File: config.mk
export PLATFORM = sky130hd
export DESIGN_NAME = modified_utf8_to_string_literal
export DESIGN_NICKNAME = d
export VERILOG_FILES = /design/src/hdl/mu8sl_pkg.sv /design/src/hdl/mu8sl_front.sv /design/src/hdl/mu8sl_queue.sv /design/src/hdl/mu8sl_back.sv /design/src/hdl/modified_utf8_to_string_literal.sv
export SDC_FILE = /design/constraint.sdc
export NUM_CORES = 1
export LEC_CHECK = 0
export BUFFER_PORTS_ARGS = -buffer_cell sky130_fd_sc_hd__clkbuf_2
export CAP_MARGIN = 40
export CORE_ASPECT_RATIO = 0.7
export CORE_MARGIN = 5
export CORE_UTILIZATION = 57
export CTS_CLUSTER_SIZE = 24
export DETAILED_ROUTE_END_ITERATION = 10
export PLACE_DENSITY_LB_ADDON = 0.05
export RECOVER_POWER = 25
export SETUP_SLACK_MARGIN = 0.5
export SLEW_MARGIN = 0
export SYNTH_ARGS = -nofsm -noshare
export SYNTH_HDL_FRONTEND = slang
export SYNTH_HIERARCHICAL = 1
export SYNTH_SLANG_ARGS = --single-unit
File: constraint.sdc
create_clock -name i_clk -period 6.4 [get_ports i_clk]
set_input_delay 1.92 -clock i_clk [delete_from_list [all_inputs] [get_ports i_clk]]
set_output_delay 1.92 -clock i_clk [all_outputs]
set_load 0.005 [all_outputs]
File: src/hdl/mu8sl_pkg.sv
`timescale 1ns / 1ps

package mu8sl_pkg;

    localparam int BODY_MAX = 6;

    localparam logic [7:0] CH_QUOTE  = 8'h22;
    localparam logic [7:0] CH_BSLASH = 8'h5C;
    localparam logic [7:0] CH_U      = 8'h75;
    localparam logic [7:0] CH_ZERO   = 8'h30;

    // what closes the literal after this byte's characters
    typedef enum logic [1:0] {
        CL_NONE,
        CL_QUOTE,
        CL_ERROR
    } t_close;

    // one classified input byte: optional opening quote, up to six body
    // characters, optional closing quote or error beat
    typedef struct packed {
        logic                            open;
        logic [2:0]                      len;
        logic [BODY_MAX-1:0][7:0]        body;
        t_close                          close;
    } t_cmd;

    function automatic logic [7:0] hex_ascii(input logic [3:0] d);
        hex_ascii = (d < 4'd10) ? (8'h30 + {4'h0, d}) : (8'h37 + {4'h0, d});
    endfunction

endpackage

File: src/hdl/mu8sl_front.sv
`timescale 1ns / 1ps

module mu8sl_front (
    input  logic             i_clk,
    input  logic             i_rst_n,
    input  logic             i_valid,
    input  logic [7:0]       i_byte,
    input  logic             i_last,
    input  logic             i_full,
    output logic             o_stall,
    output logic             o_push,
    output mu8sl_pkg::t_cmd  o_cmd
);
    import mu8sl_pkg::*;

    typedef enum logic [1:0] {
        K_NONE,
        K_TWO,
        K_THREE,
        K_PAIR
    } t_kind;

    logic        r_started, n_started;
    logic [2:0]  r_pending, n_pending;
    t_kind       r_kind,    n_kind;
    logic [19:0] r_bits,    n_bits;

    logic        accept;
    logic        fin;
    logic        do_uesc;
    logic [4:0]  ucode;
    logic [7:0]  esc;
    logic [15:0] code;
    logic [20:0] cp;
    logic [3:0]  count;
    t_cmd        cmd;

    assign accept  = i_valid && !i_full;
    assign o_stall = i_full;

    always_comb begin
        n_started = 1'b1;
        n_pending = r_pending;
        n_kind    = r_kind;
        n_bits    = r_bits;
        cmd.open  = !r_started;
        cmd.len   = 3'd0;
        cmd.body  = '0;
        cmd.close = CL_NONE;
        fin       = 1'b0;
        do_uesc   = 1'b0;
        ucode     = 5'd0;
        esc       = 8'h00;
        code      = 16'h0000;
        cp        = 21'h0;

        if (i_byte == 8'h00) begin
            fin = 1'b1;
        end else if (r_pending != 3'd0) begin
            if (r_kind == K_PAIR) begin
                case (r_pending)
                    3'd5: n_bits = r_bits | {i_byte[3:0], 16'h0000};
                    3'd4: n_bits = r_bits | {4'h0, i_byte[5:0], 10'h000};
                    3'd3: n_bits = r_bits;  // second 0xED lead, skipped
                    3'd2: n_bits = r_bits | {10'h000, i_byte[3:0], 6'h00};
                    default: begin
                        cp = {1'b0, r_bits | {14'h0000, i_byte[5:0]}} + 21'h10000;
                        cmd.len     = 3'd4;
                        cmd.body[0] = {5'b11110, cp[20:18]};
                        cmd.body[1] = {2'b10, cp[17:12]};
                        cmd.body[2] = {2'b10, cp[11:6]};
                        cmd.body[3] = {2'b10, cp[5:0]};
                    end
                endcase
                n_pending = r_pending - 3'd1;
            end else if (r_pending > 3'd1) begin
                n_bits    = {r_bits[11:0], i_byte};
                n_pending = r_pending - 3'd1;
            end else begin
                if (r_kind == K_TWO) begin
                    code = {5'h00, r_bits[4:0], i_byte[5:0]};
                end else begin
                    code = {r_bits[11:8], r_bits[5:0], i_byte[5:0]};
                end
                if (code < 16'h0020) begin
                    do_uesc = 1'b1;
                    ucode   = code[4:0];
                end else if (r_kind == K_THREE) begin
                    cmd.len     = 3'd3;
                    cmd.body[0] = r_bits[15:8];
                    cmd.body[1] = r_bits[7:0];
                    cmd.body[2] = i_byte;
                end else begin
                    cmd.len     = 3'd2;
                    cmd.body[0] = r_bits[7:0];
                    cmd.body[1] = i_byte;
                end
                n_pending = 3'd0;
            end
            if (n_pending == 3'd0) begin
                n_kind = K_NONE;
                n_bits = 20'h00000;
            end
        end else begin
            unique case (i_byte)
                8'h22:   esc = 8'h22;
                8'h5C:   esc = 8'h5C;
                8'h08:   esc = 8'h62;
                8'h09:   esc = 8'h74;
                8'h0A:   esc = 8'h6E;
                8'h0C:   esc = 8'h66;
                8'h0D:   esc = 8'h72;
                default: esc = 8'h00;
            endcase
            if (esc != 8'h00) begin
                cmd.len     = 3'd2;
                cmd.body[0] = CH_BSLASH;
                cmd.body[1] = esc;
            end else if (i_byte[7:5] == 3'b110) begin
                n_kind    = K_TWO;
                n_pending = 3'd1;
                n_bits    = {12'h000, i_byte};
            end else if (i_byte == 8'hED) begin
                n_kind    = K_PAIR;
                n_pending = 3'd5;
                n_bits    = 20'h00000;
            end else if (i_byte[7:4] == 4'hE) begin
                n_kind    = K_THREE;
                n_pending = 3'd2;
                n_bits    = {12'h000, i_byte};
            end else if (i_byte < 8'h20) begin
                do_uesc = 1'b1;
                ucode   = i_byte[4:0];
            end else begin
                cmd.len     = 3'd1;
                cmd.body[0] = i_byte;
            end
        end

        if (do_uesc) begin
            cmd.len     = 3'd6;
            cmd.body[0] = CH_BSLASH;
            cmd.body[1] = CH_U;
            cmd.body[2] = CH_ZERO;
            cmd.body[3] = CH_ZERO;
            cmd.body[4] = hex_ascii({3'b000, ucode[4]});
            cmd.body[5] = hex_ascii(ucode[3:0]);
        end

        if (i_last) begin
            fin = 1'b1;
        end
        if (fin) begin
            cmd.close = (n_pending != 3'd0) ? CL_ERROR : CL_QUOTE;
            n_started = 1'b0;
            n_pending = 3'd0;
            n_kind    = K_NONE;
            n_bits    = 20'h00000;
        end
    end

    assign count  = {3'b000, cmd.open} + {1'b0, cmd.len} + {3'b000, cmd.close != CL_NONE};
    assign o_push = accept && (count != 4'd0);
    assign o_cmd  = cmd;

    always_ff @(posedge i_clk) begin
        if (!i_rst_n) begin
            r_started <= 1'b0;
            r_pending <= 3'd0;
            r_kind    <= K_NONE;
            r_bits    <= 20'h00000;
        end else if (accept) begin
            r_started <= n_started;
            r_pending <= n_pending;
            r_kind    <= n_kind;
            r_bits    <= n_bits;
        end
    end

    a_kind_pending: assert property (@(posedge i_clk) disable iff (!i_rst_n)
        (r_pending == 3'd0) == (r_kind == K_NONE))
        else $error("sequence kind and pending count disagree");

endmodule

File: src/hdl/mu8sl_queue.sv
`timescale 1ns / 1ps

module mu8sl_queue #(
    parameter int DEPTH = 4
) (
    input  logic             i_clk,
    input  logic             i_rst_n,
    input  logic             i_push,
    input  mu8sl_pkg::t_cmd  i_data,
    output logic             o_full,
    input  logic             i_pop,
    output mu8sl_pkg::t_cmd  o_data,
    output logic             o_empty
);
    import mu8sl_pkg::*;

    localparam int AW = (DEPTH > 1) ? $clog2(DEPTH) : 1;
    localparam int CW = $clog2(DEPTH + 1);

    t_cmd          r_mem [DEPTH];
    logic [AW-1:0] r_wr;
    logic [AW-1:0] r_rd;
    logic [CW-1:0] r_count;

    assign o_full  = (r_count == CW'(DEPTH));
    assign o_empty = (r_count == '0);
    assign o_data  = r_mem[r_rd];

    always_ff @(posedge i_clk) begin
        if (i_push) begin
            r_mem[r_wr] <= i_data;
        end
    end

    always_ff @(posedge i_clk) begin
        if (!i_rst_n) begin
            r_wr    <= '0;
            r_rd    <= '0;
            r_count <= '0;
        end else begin
            if (i_push) begin
                r_wr <= (r_wr == AW'(DEPTH - 1)) ? '0 : r_wr + AW'(1);
            end
            if (i_pop) begin
                r_rd <= (r_rd == AW'(DEPTH - 1)) ? '0 : r_rd + AW'(1);
            end
            if (i_push && !i_pop) begin
                r_count <= r_count + CW'(1);
            end else if (i_pop && !i_push) begin
                r_count <= r_count - CW'(1);
            end
        end
    end

    a_no_overflow: assert property (@(posedge i_clk) disable iff (!i_rst_n)
        i_push |-> !o_full)
        else $error("push into full queue");

    a_no_underflow: assert property (@(posedge i_clk) disable iff (!i_rst_n)
        i_pop |-> !o_empty)
        else $error("pop from empty queue");

endmodule

File: src/hdl/mu8sl_back.sv
`timescale 1ns / 1ps

module mu8sl_back (
    input  logic             i_clk,
    input  logic             i_rst_n,
    input  mu8sl_pkg::t_cmd  i_head,
    input  logic             i_empty,
    output logic             o_pop,
    output logic             o_valid,
    input  logic             i_stall,
    output logic [7:0]       o_char,
    output logic             o_last,
    output logic             o_error
);
    import mu8sl_pkg::*;

    logic       r_valid;
    logic [2:0] r_idx;
    logic [7:0] r_char;
    logic       r_last;
    logic       r_error;

    logic [3:0] total;
    logic [2:0] j;
    logic       load;
    logic       final_item;
    logic [7:0] n_char;
    logic       n_last;
    logic       n_error;

    assign total = {3'b000, i_head.open} + {1'b0, i_head.len}
                 + {3'b000, i_head.close != CL_NONE};
    assign j          = r_idx - {2'b00, i_head.open};
    assign load       = !i_empty && (!r_valid || !i_stall);
    assign final_item = ({1'b0, r_idx} == (total - 4'd1));
    assign o_pop      = load && final_item;

    always_comb begin
        n_char  = 8'h00;
        n_last  = 1'b0;
        n_error = 1'b0;
        if (i_head.open && (r_idx == 3'd0)) begin
            n_char = CH_QUOTE;
        end else if (j < i_head.len) begin
            n_char = i_head.body[j];
        end else begin
            case (i_head.close)
                CL_QUOTE: begin
                    n_char = CH_QUOTE;
                    n_last = 1'b1;
                end
                CL_ERROR: begin
                    n_last  = 1'b1;
                    n_error = 1'b1;
                end
                default: n_char = 8'h00;
            endcase
        end
    end

    always_ff @(posedge i_clk) begin
        if (!i_rst_n) begin
            r_valid <= 1'b0;
            r_idx   <= 3'd0;
        end else if (load) begin
            r_valid <= 1'b1;
            r_idx   <= final_item ? 3'd0 : r_idx + 3'd1;
        end else if (!i_stall) begin
            r_valid <= 1'b0;
        end
    end

    always_ff @(posedge i_clk) begin
        if (load) begin
            r_char  <= n_char;
            r_last  <= n_last;
            r_error <= n_error;
        end
    end

    assign o_valid = r_valid;
    assign o_char  = r_char;
    assign o_last  = r_last;
    assign o_error = r_error;

    a_error_is_last: assert property (@(posedge i_clk) disable iff (!i_rst_n)
        (r_valid && r_error) |-> (r_last && (r_char == 8'h00)))
        else $error("error beat not marked last");

    a_head_held: assert property (@(posedge i_clk) disable iff (!i_rst_n)
        (r_idx != 3'd0) |-> !i_empty)
        else $error("command left the queue before all its beats were sent");

endmodule

File: src/hdl/modified_utf8_to_string_literal.sv
`timescale 1ns / 1ps

// Converts a stream of Java modified UTF-8 bytes into a double-quoted string
// literal, one output byte per beat. The first byte of a string yields an
// opening quote; quote, backslash, BS, TAB, LF, FF and CR become backslash
// escapes; other bytes and two-/three-byte codes below 0x20 become \uXXXX,
// uppercase hex; the rest pass raw. A 0xED surrogate pair (six bytes) is
// re-encoded as four-byte UTF-8 of 0x10000 plus its 20 payload bits. A zero
// byte or i_last ends the string with a closing quote, or, if a multi-byte
// sequence was cut off, with a beat of o_char 0, o_last 1, o_error 1.
// Rate: the front end classifies one byte per cycle unless the command
// queue is full, and queues a command; the back end sends one output beat
// per cycle unless the queue is empty or i_stall is high. A byte yields 0
// to 8 output beats; the command queue (QUEUE_DEPTH entries) absorbs
// bursts so input and output stall independently.

module modified_utf8_to_string_literal #(
    parameter int QUEUE_DEPTH = 4
) (
    input  logic       i_clk,
    input  logic       i_rst_n,
    // input channel
    input  logic       i_valid,
    output logic       o_stall,
    input  logic [7:0] i_in_byte,
    input  logic       i_in_last,
    // output channel
    output logic       o_valid,
    input  logic       i_stall,
    output logic [7:0] o_out_char,
    output logic       o_out_last,
    output logic       o_out_error
);
    import mu8sl_pkg::*;

    logic push;
    logic pop;
    logic full;
    logic empty;
    t_cmd cmd_in;
    t_cmd cmd_head;

    // front: byte classification and sequence state
    mu8sl_front u_front (
        .i_clk   (i_clk),
        .i_rst_n (i_rst_n),
        .i_valid (i_valid),
        .i_byte  (i_in_byte),
        .i_last  (i_in_last),
        .i_full  (full),
        .o_stall (o_stall),
        .o_push  (push),
        .o_cmd   (cmd_in)
    );

    // queue of per-byte commands between the two halves
    mu8sl_queue #(
        .DEPTH (QUEUE_DEPTH)
    ) u_queue (
        .i_clk   (i_clk),
        .i_rst_n (i_rst_n),
        .i_push  (push),
        .i_data  (cmd_in),
        .o_full  (full),
        .i_pop   (pop),
        .o_data  (cmd_head),
        .o_empty (empty)
    );

    // back: expands each command into output beats, registered output
    mu8sl_back u_back (
        .i_clk   (i_clk),
        .i_rst_n (i_rst_n),
        .i_head  (cmd_head),
        .i_empty (empty),
        .o_pop   (pop),
        .o_valid (o_valid),
        .i_stall (i_stall),
        .o_char  (o_out_char),
        .o_last  (o_out_last),
        .o_error (o_out_error)
    );

endmodule
-- After elaboration in Yosys (flattened, before gate mapping)
Memories as Yosys holds them, arrays and structs flattened. A register that Yosys moved wholly into a read port is not among the register bits.
Index checks and enable logic that the tools add are counted.
- memories: 1
- bits in registers: 47
- bits in writable memories: 216
- input bits: 13
- word-level logic and storage cells: 210
- memory list (name ; depth ; bits a word ; read ports ; clocked after Yosys merged registers in ; wr ports ; RTL line ; text):
    u_queue.r_mem ; 4 ; 54 ; 1 ; 1 ; 1 ; mu8sl_queue.sv:20 ; t_cmd r_mem [DEPTH];
- reduce and logical (&&, ||, !) cells: 32
- bitwise logic cells: 4
- $lt $le $gt $ge: 6
- muxes and demuxes: 110
- add/sub/neg operators: 16
- eq/ne operators: 29
- operators with widths (operator ; count):
    $mux 20 ; 10
    $mux 16 ; 8
    $mux 8 ; 13
    $mux 24 ; 3
    $mux 3 ; 24
    $mux 32 ; 2
    $pmux 20 s3 ; 1
    $mux 51 ; 1
    $mux 5 ; 10
    $pmux 7 s7 ; 1
    $eq 8x4->1 const B ; 5
    $mux 2 ; 14
    $bmux 8 s3 ; 1
    $add 20x17->21 const B ; 1
    $mux 1 ; 21
    $or 20x10->20 ; 1
    $or 20x16->20 ; 1
    $or 20x20->20 ; 1
    $or 20x6->20 ; 1
    $lt 16x6->1 const B ; 1
    $add 6x4->7 const A ; 2
    $eq 3x3->1 const B ; 4
    $eq 2x2->1 const B ; 5
    $logic_not 3->1 ; 3
    other kinds (39) ; 63

-- Depth between registers and ports, before layout
Gate-level depths: netlist of run 1.
- word-level depth: 23
- gate-level depth with buffers: 20

-- By module
Netlist of run 1, hierarchy kept.
- by module, submodules not included (module ; cells each ; area an instance (um^2) ; times used):
    mu8sl_queue ; 326 ; 8316.7 ; 1
    mu8sl_front ; 461 ; 3135.5 ; 1
    mu8sl_back ; 116 ; 1243.7 ; 1

-- Worst setup path before layout of run 1
No wires, ideal clock.
- path kind: in2reg
- from: in i_in_byte[5]
- to: mem u_queue/r_mem[0][0] in the netlist's numbering (enable)
- buffers on the path: 2
- stages on the path: 14
- arrival time: 6.191 ns
- setup slack: -0.208 ns
- path through: buf_4 > or4_1 > buf_2 > nor2_1 > nor3_1 > a21oi_1 > nor2_1 > fa_1 > ha_1 > nor3_1 > a21o_1 > a31o_2 > a21oi_1 > and2_1
- RTL lines (element ; RTL line ; text):
    from (decl) ; modified_utf8_to_string_literal.sv:25 ; input logic [7:0] i_in_byte,
    to (decl) ; mu8sl_queue.sv:20 ;

==> summary.txt, run 1 <==
Power
  – Sw Ratio: 29.3%
  – Leak: 4.60 nW
  – Clock Power Share: 28.7%
  – Reg power frac: 44.2%
  – Pwr Density: 367 nW/um^2
  – Total Power: 5.06 mW
  – Pint: 3.57 mW
  – Combinational Power Share: 27.1%
  – Psw: 1.48 mW
  – Worst ir drop on vdd: 0.360 mV

Placed design
  – Place WS: 0.300 ns
  – IO Port Bufs: 24
  – Placed Cells: 1,180
  – Gpl congestion: 0.935
  – Hpwl dp: 20,000 um
  – Post-DP Area: 13,100 um^2

Logic synthesis
  – Mapped Avg Cell Area: 14.1 um^2
  – Async set or reset register ratio after synthesis: 0%
  – Seq cells post-synth: 265
  – Synth Warn #: 6
  – Sequential area share after synthesis: 59.6%
  – Gate Count Post-Synth: 903
  – Ys flop type: edfxtp_1
  – Post-synth EDFFs: 226
  – Mapped Area: 12,700 um^2
  – Number of distinct library cells after synthesis: 78

Worst setup path
  – Worst r2r dst: u_queue/r_count[2]$_SDFFE_PN0P_
  – Required time of the critical path: 6.85 ns
  – Critical-path top delay cell: nor4_1
  – R2R depth: 17
  – Startpoint types: input port
  – CP cell instances: clkbuf_1 -> clkbuf_1 -> nand2b_1 -> nor4_1 -> clkbuf_1 -> o22a_4 -> nand2_1 -> nor2_1 -> fa_1 -> ha_1 -> nor3_1 -> a21o_1 -> a31o_2 -> a21oi_4 -> ha_1 -> inv_1 -> fa_1 -> xor2_1 -> or3_1 -> a21boi_0
  – WP buf/inv: 4
  – Critical path capture point type: flip-flop
  – Critical path depth: 20
  – CP Launch Point: i_in_byte[4]
  – Top delay family on crit path: simple AND/OR/NAND/NOR gates
  – WP data arrival: 6.26 ns
  – Critical path endpoint: u_queue/r_count[2]$_SDFFE_PN0P_
  – Reg2reg setup slack: 1.12 ns
  – Max FO, Critical Path: 17
  – Critical path's largest stage delay: 0.40 ns
  – CP most frequent cell: clkbuf_1
  – Critical setup path kind: in -> reg

Global routing
  – GRT Overall Usage: 23.7%
  – First-pass GRT wire length: 46,600 um
  – Vias in the first global route: 7,911
  – Total gr overflow: 0
  – Initial antenna violation count: 0
  – Largest net degree at the start of global routing: 55

Routing
  – Drt drc: 0
  – Final ANT Viol Nets: 0
  – Final WL: 30,100 um
  – Via density per instance: 6.46
  – DRT iter0 DRCs: 811
  – Drt first pass iters: 5
  – Via count: 7,906
  – Drt wl/cell: 24.6 um

Floorplan
  – Initial core utilization: 58.3%
  – DIE AREA: 25,400 um^2
  – Die Wd: 188 um
  – Row cnt: 45
  – I/O pins: 25
  – Die Y: 135 um
  – Total core area: 21,800 um^2

STA
  – Final period util: 90.7%
  – Final Skew: 0.00943 ns
  – Max Freq: 172 MHz
  – Unrepaired setup endpoints after global routing: no
  – # setup viols final: 0
  – Worst Tran Pin Value: 1.69 ns
  – Minimum clock period: 5.80 ns
  – Final Hold Vio Count: 0
  – Setup WS post-layout: 0.596 ns
  – Post-Route Setup TNS: 0 ns
  – Max-slew violations: 61
  – Relative slew slack: -12.7%
  – Min Hold Slack: 0.492 ns

Clock network
  – Sink Count: 265
  – Clk Latency, worst-skew pair: 0.53 ns
  – CTS tree: yes
  – Hold buffers post-CTS: 0
  – Clk slew on worst S/H paths: 0.06 ns
  – Post_cts resized: 0
  – Number of buffers created by CTS: 25
  – Clock Tree Buf Depth: 3
  – Htree depth: 1
  – Setup repair bufs after CTS: 0
  – Root buffer cell: clkbuf_16

Layout
  – NumNets Final: 968
  – Layout area overhead: 8.42%
  – # diodes: 0
  – Fillers: 1,631
  – Final core occ: 63.2%
  – Share of cells above drive strength 1: 16.3%
  – Non-filler cells, final: 1,224
  – Final instance area: 13,800 um^2

Flow run
  – Max Cap Violations: 2

Hold path
  – Hold Path Stages: 2
  – Class of the worst hold path: reg -> reg

Status
  – Status: finished with violations
  – Failing checks: capacitance limit, slew limit
state kept, by name (all words and copies together) (netlist names), named ones only:
signal and count:
u_back/o_char 8, u_back/o_error 1, u_back/o_last 1, u_back/o_valid 1, u_back/r_idx 3, u_front/r_bits 20
u_front/r_kind 2, u_front/r_pending 3, u_front/r_started 1, u_queue/r_count 3, u_queue/r_mem 216, u_queue/r_rd 2
u_queue/r_wr 2
layout make-up:
class                   count  area [um^2]  area share (%)
inverters                  27          101           0.736
well taps                 282          353            2.56
clock inverters            13          125           0.909
repair buffers             51          328            2.38
multi-input cells         555         4610            33.5
flip-flops and latches    265         7570            55.0
clock buffers              31          678            4.93
metal layers:
metal	vias to the layer above	global-route usage (%)	wire length, um
met5	-	0	0
met4	0	4.45	439
met3	35	3.82	2220
met2	355	36.2	13400
met1	3971	37.0	14000
li1	3545	-	-
worst min path at each step:
stage | from | to | slack [ns]
after CTS | u_front/r_started$_SDFFE_PN0P_ | u_front/r_started$_SDFFE_PN0P_ | 0.50
after floorplan | u_front/r_started$_SDFFE_PN0P_ | u_front/r_started$_SDFFE_PN0P_ | 0.46
final | u_back/o_valid$_SDFFE_PN0P_ | u_back/o_valid$_SDFFE_PN0P_ | 0.49
after global placement | u_front/r_started$_SDFFE_PN0P_ | u_front/r_started$_SDFFE_PN0P_ | 0.48
after global routing | u_back/o_valid$_SDFFE_PN0P_ | u_back/o_valid$_SDFFE_PN0P_ | 0.53
after detailed placement | u_front/r_started$_SDFFE_PN0P_ | u_front/r_started$_SDFFE_PN0P_ | 0.48
tightest hold or removal path: cells and delay by family (launching register included):
family          cells  cell delay, ns
flops               1            0.32
simple gates        1            0.05
compound gates      1            0.06
synthesized netlist by cell type (10+ instances only):
master / count / share of area (%)
a21o_1: 13 / 0.77
a21oi_1: 52 / 2.0
and2_1: 15 / 0.74
buf_2: 13 / 0.51
buf_4: 13 / 0.77
clkbuf_1: 22 / 0.65
dfxtp_1: 39 / 6.1
edfxtp_1: 226 / 53
ha_1: 27 / 2.7
inv_1: 24 / 0.71
mux2i_1: 11 / 0.87
mux4_2: 58 / 10
nand2_1: 77 / 2.3
nand2b_1: 11 / 0.54
nand3_1: 19 / 0.75
nor2_1: 47 / 1.4
nor2b_1: 10 / 0.49
nor3_1: 25 / 0.99
o21ai_0: 26 / 1.0
o22ai_1: 10 / 0.49
placed cells by master, fill, tap and decap left out, types with 19 or more instances in the layout:
| master | netlist | routed |
|---|---|---|
| ha_1 | 27 | 27 |
| edfxtp_1 | 226 | 226 |
| clkbuf_16 | 0 | 25 |
| nand3_1 | 19 | 19 |
| a21oi_1 | 52 | 52 |
| nand2_1 | 77 | 77 |
| mux4_2 | 58 | 58 |
| nor3_1 | 25 | 26 |
| dfxtp_1 | 39 | 38 |
| inv_1 | 24 | 25 |
| nor2_1 | 47 | 46 |
| clkbuf_1 | 22 | 23 |
| o21ai_0 | 26 | 25 |
logic make-up after synthesis:
kind of cell / synth area share, %
simple gates: 10.4
fa+ha+maj: 3.13
other cells: 0.0295
mux: 12.7
xor+xnor: 1.13
buf+inv: 3.97
compound gates: 9.08
flops: 59.6
power groups by stage:
stage          Sequential [mW]  Clock [mW]  Combinational (mW)
2_1_floorplan             2.23           0                1.07
3_3_place_gp              2.26           0                1.35
3_5_place_dp              2.28           0                1.40
4_1_cts                   2.24        1.48                1.42
5_1_grt                   2.26        1.55                1.50
6_report                  2.24        1.45                1.37
No activity file was read; power rests on OpenSTA's default activity.
==> run 2, diff against run 1 <==
--- a/config.mk
+++ b/config.mk
@@ -18,5 +18,4 @@
 export SLEW_MARGIN = 0
 export SYNTH_ARGS = -nofsm -noshare
 export SYNTH_HDL_FRONTEND = slang
-export SYNTH_HIERARCHICAL = 1
 export SYNTH_SLANG_ARGS = --single-unit
==> run 2 against run 1 <==
  * The run now ends clean
  * Clock power decreased by 9%
  * Clock skew increased by 0.0072 ns
  * Die area decreased by 11%
  * Flip-flop and latch count decreased by 32
  * Worst setup slack got worse by 0.056 ns
  * Total power decreased by 7.7%
  * First-iteration DRC count increased by 4.4%
  * Largest cell class unchanged
==> summary.txt, run 2 <==
Logic synthesis
  – Yosys top cell area share: 52.2%
  – Ys flop type: edfxtp_1
  – Most numerous cell in the Yosys netlist: edfxtp_1
  – Mapped Avg Cell Area: 13.3 um^2
  – Largest area contributor in the netlist: edfxtp_1
  – Synth area leaders: edfxtp_1, mux4_2, dfxtp_1, ha_1, nor2_1
  – Gate Count Post-Synth: 840
  – Post-synth top cells: edfxtp_1, nor2_1, nand2_1
  – Seq cells post-synth: 233
  – Number of distinct library cells after synthesis: 74
  – Post-synth EDFFs: 194
  – Async set or reset register ratio after synthesis: 0%
  – Synth Warn #: 0
  – Net Count, Synth: 883
  – Sequential area share after synthesis: 59.2%
  – Mapped Area: 11,200 um^2

Global routing
  – Initial antenna violation count: 0
  – Vias in the first global route: 7,148
  – Largest net degree at the start of global routing: 47
  – Total gr overflow: 0
  – GRT Overall Usage: 26.7%
  – First-pass GRT wire length: 45,300 um

Floorplan
  – Initial core utilization: 58.5%
  – DIE AREA: 22,500 um^2
  – I/O pins: 25
  – Total core area: 19,100 um^2
  – Row cnt: 42
  – Die Y: 127 um
  – Die Wd: 177 um

Placed design
  – Hpwl dp: 20,300 um
  – Place WS: 0.0922 ns
  – IO Port Bufs: 24
  – Gpl congestion: 0.983

Worst setup path
  – Critical-path top delay cell: fa_1
  – Startpoint types: input port
  – Required time of the critical path: 6.81 ns
  – WP data arrival: 6.27 ns
  – Critical path capture point type: flip-flop
  – CP cell instances: clkbuf_1 -> nand4b_1 -> or3_1 -> o21a_1 -> nand2_1 -> nor3b_1 -> or2_2 -> fa_1 -> ha_1 -> nor4b_1 -> a31o_2 -> a31oi_4 -> ha_1 -> inv_1 -> fa_1 -> xor2_1 -> or3_1 -> a21oi_1
  – Critical path's largest stage delay: 0.46 ns
  – Top delay family on crit path: simple AND/OR/NAND/NOR gates
  – Critical setup path kind: in -> reg
  – Max FO, Critical Path: 12
  – WP buf/inv: 2

Power
  – Leak: 4.20 nW
  – Psw: 1.42 mW
  – Sw Ratio: 30.4%
  – Combinational Power Share: 29.2%
  – Pint: 3.25 mW
  – Worst ir drop on vdd: 0.217 mV
  – Pwr Density: 376 nW/um^2
  – Clock Power Share: 28.3%
  – Reg power frac: 42.5%

Routing
  – Via density per instance: 6.49
  – Final WL: 29,500 um
  – DRT iter0 DRCs: 847
  – Via count: 7,448
  – Drt wl/cell: 25.7 um
  – Drt drc: 0
  – Final ANT Viol Nets: 0
  – Drt first pass iters: 6

Hold path
  – Class of the worst hold path: reg -> reg

STA
  – Final Skew: 0.0166 ns
  – Final Hold Vio Count: 0
  – Worst Tran Pin Value: 1.07 ns
  – Max Freq: 171 MHz
  – Min Hold Slack: 0.480 ns
  – Unrepaired setup endpoints after global routing: no
  – Final period util: 91.6%
  – Minimum clock period: 5.86 ns
  – Relative slew slack: 28.8%
  – # setup viols final: 0
  – Post-Route Setup TNS: 0 ns
  – Max-slew violations: 0
  – Setup WS post-layout: 0.540 ns

Layout
  – Most flops, register: u_queue.r_mem
  – Max reg flops: 184
  – Most frequent cells in the layout: edfxtp_1, nor2_1, nand2_1
  – # diodes: 0
  – Layout area overhead: 11.2%
  – NumNets Final: 913
  – Most common cell after layout, fill and taps aside: edfxtp_1
  – Share of cells above drive strength 1: 16.6%
  – Final core occ: 65.0%

Clock network
  – Clk Latency, worst-skew pair: 0.51 ns
  – Root buffer cell: clkbuf_16
  – Clk slew on worst S/H paths: 0.06 ns
  – Sink Count: 233
  – CTS tree: yes
  – Clock Tree Buf Depth: 3
  – Hold buffers post-CTS: 0
  – Number of buffers created by CTS: 22
  – Htree depth: 1

Status
  – Status: finished clean

Flow run
  – Max Cap Violations: 0
-- run 2: worst paths after layout --
path,start,endpoint,slack [ns],cells past startpoint
worst max-delay path,i_in_byte[7],u_queue.r_count[2]$_SDFFE_PN0P_,0.54,18
worst min-delay path,u_back.o_valid$_SDFFE_PN0P_,u_back.o_valid$_SDFFE_PN0P_,0.48,2
worst max register to register,u_front.r_pending[0]$_SDFFE_PN0P_,u_queue.r_count[2]$_SDFFE_PN0P_,1.61,18
worst min register to register,u_back.o_valid$_SDFFE_PN0P_,u_back.o_valid$_SDFFE_PN0P_,0.48,2
-- run 2: final cells by class --
class                   count  area [um^2]
clock inverters            11          134
flip-flops and latches    233         6610
repair buffers             59          430
multi-input cells         527         4210
fillers                  1431         6670
well taps                 264          330
inverters                  27          101
clock buffers              27          591
-- run 2: metrics by stage --
stage               total power [mW]  cells  area [um^2]
floorplan                       2.93    840        11200
global placement                3.31   1102        11600
detailed placement              3.37   1107        11700
CTS                             4.69   1145        12400
global route                    4.91   1148        12400
finish                          4.67   1148        12400
-- run 2: per-layer routing --
| metal | global-route usage [%] | vias to the layer above | routed length, um |
|---|---|---|---|
| met5 | 0 | - | 0 |
| met4 | 4.14 | 0 | 383 |
| met3 | 6.41 | 36 | 3000 |
| met2 | 39.9 | 367 | 13100 |
| met1 | 41.2 | 3753 | 13000 |
| li1 | - | 3292 | - |
-- run 2: kinds of logic after synthesis --
family / synth area share (%)
and+or+nand+nor: 10.9
AOI/OAI and AO/OA: 9.90
adders and majority gates: 3.57
DFF: 59.2
buffers and inverters: 3.05
muxes: 12.2
xor gates and xnor gates: 1.18
-- run 2: timing repair --
action,in CTS,in global routing
hold endpoints to repair,0,0
setup endpoints to repair,0,1
gates resized for setup,0,1
buffers inserted,0,3
-- run 2: power by group through the flow --
| stage | Combinational, mW | Clock (mW) | Sequential, mW |
|---|---|---|---|
| after global routing | 1.49 | 1.41 | 2.00 |
| after global placement | 1.31 | 0 | 2.00 |
| final | 1.36 | 1.32 | 1.98 |
| after detailed placement | 1.35 | 0 | 2.01 |
| after CTS | 1.37 | 1.34 | 1.98 |
| after floorplan | 0.943 | 0 | 1.99 |
-- run 2: tightest hold or removal path, stage by stage (launching register included) --
cell     delay, ns
dfxtp_1       0.32
nand2_1       0.06
a21oi_1       0.05
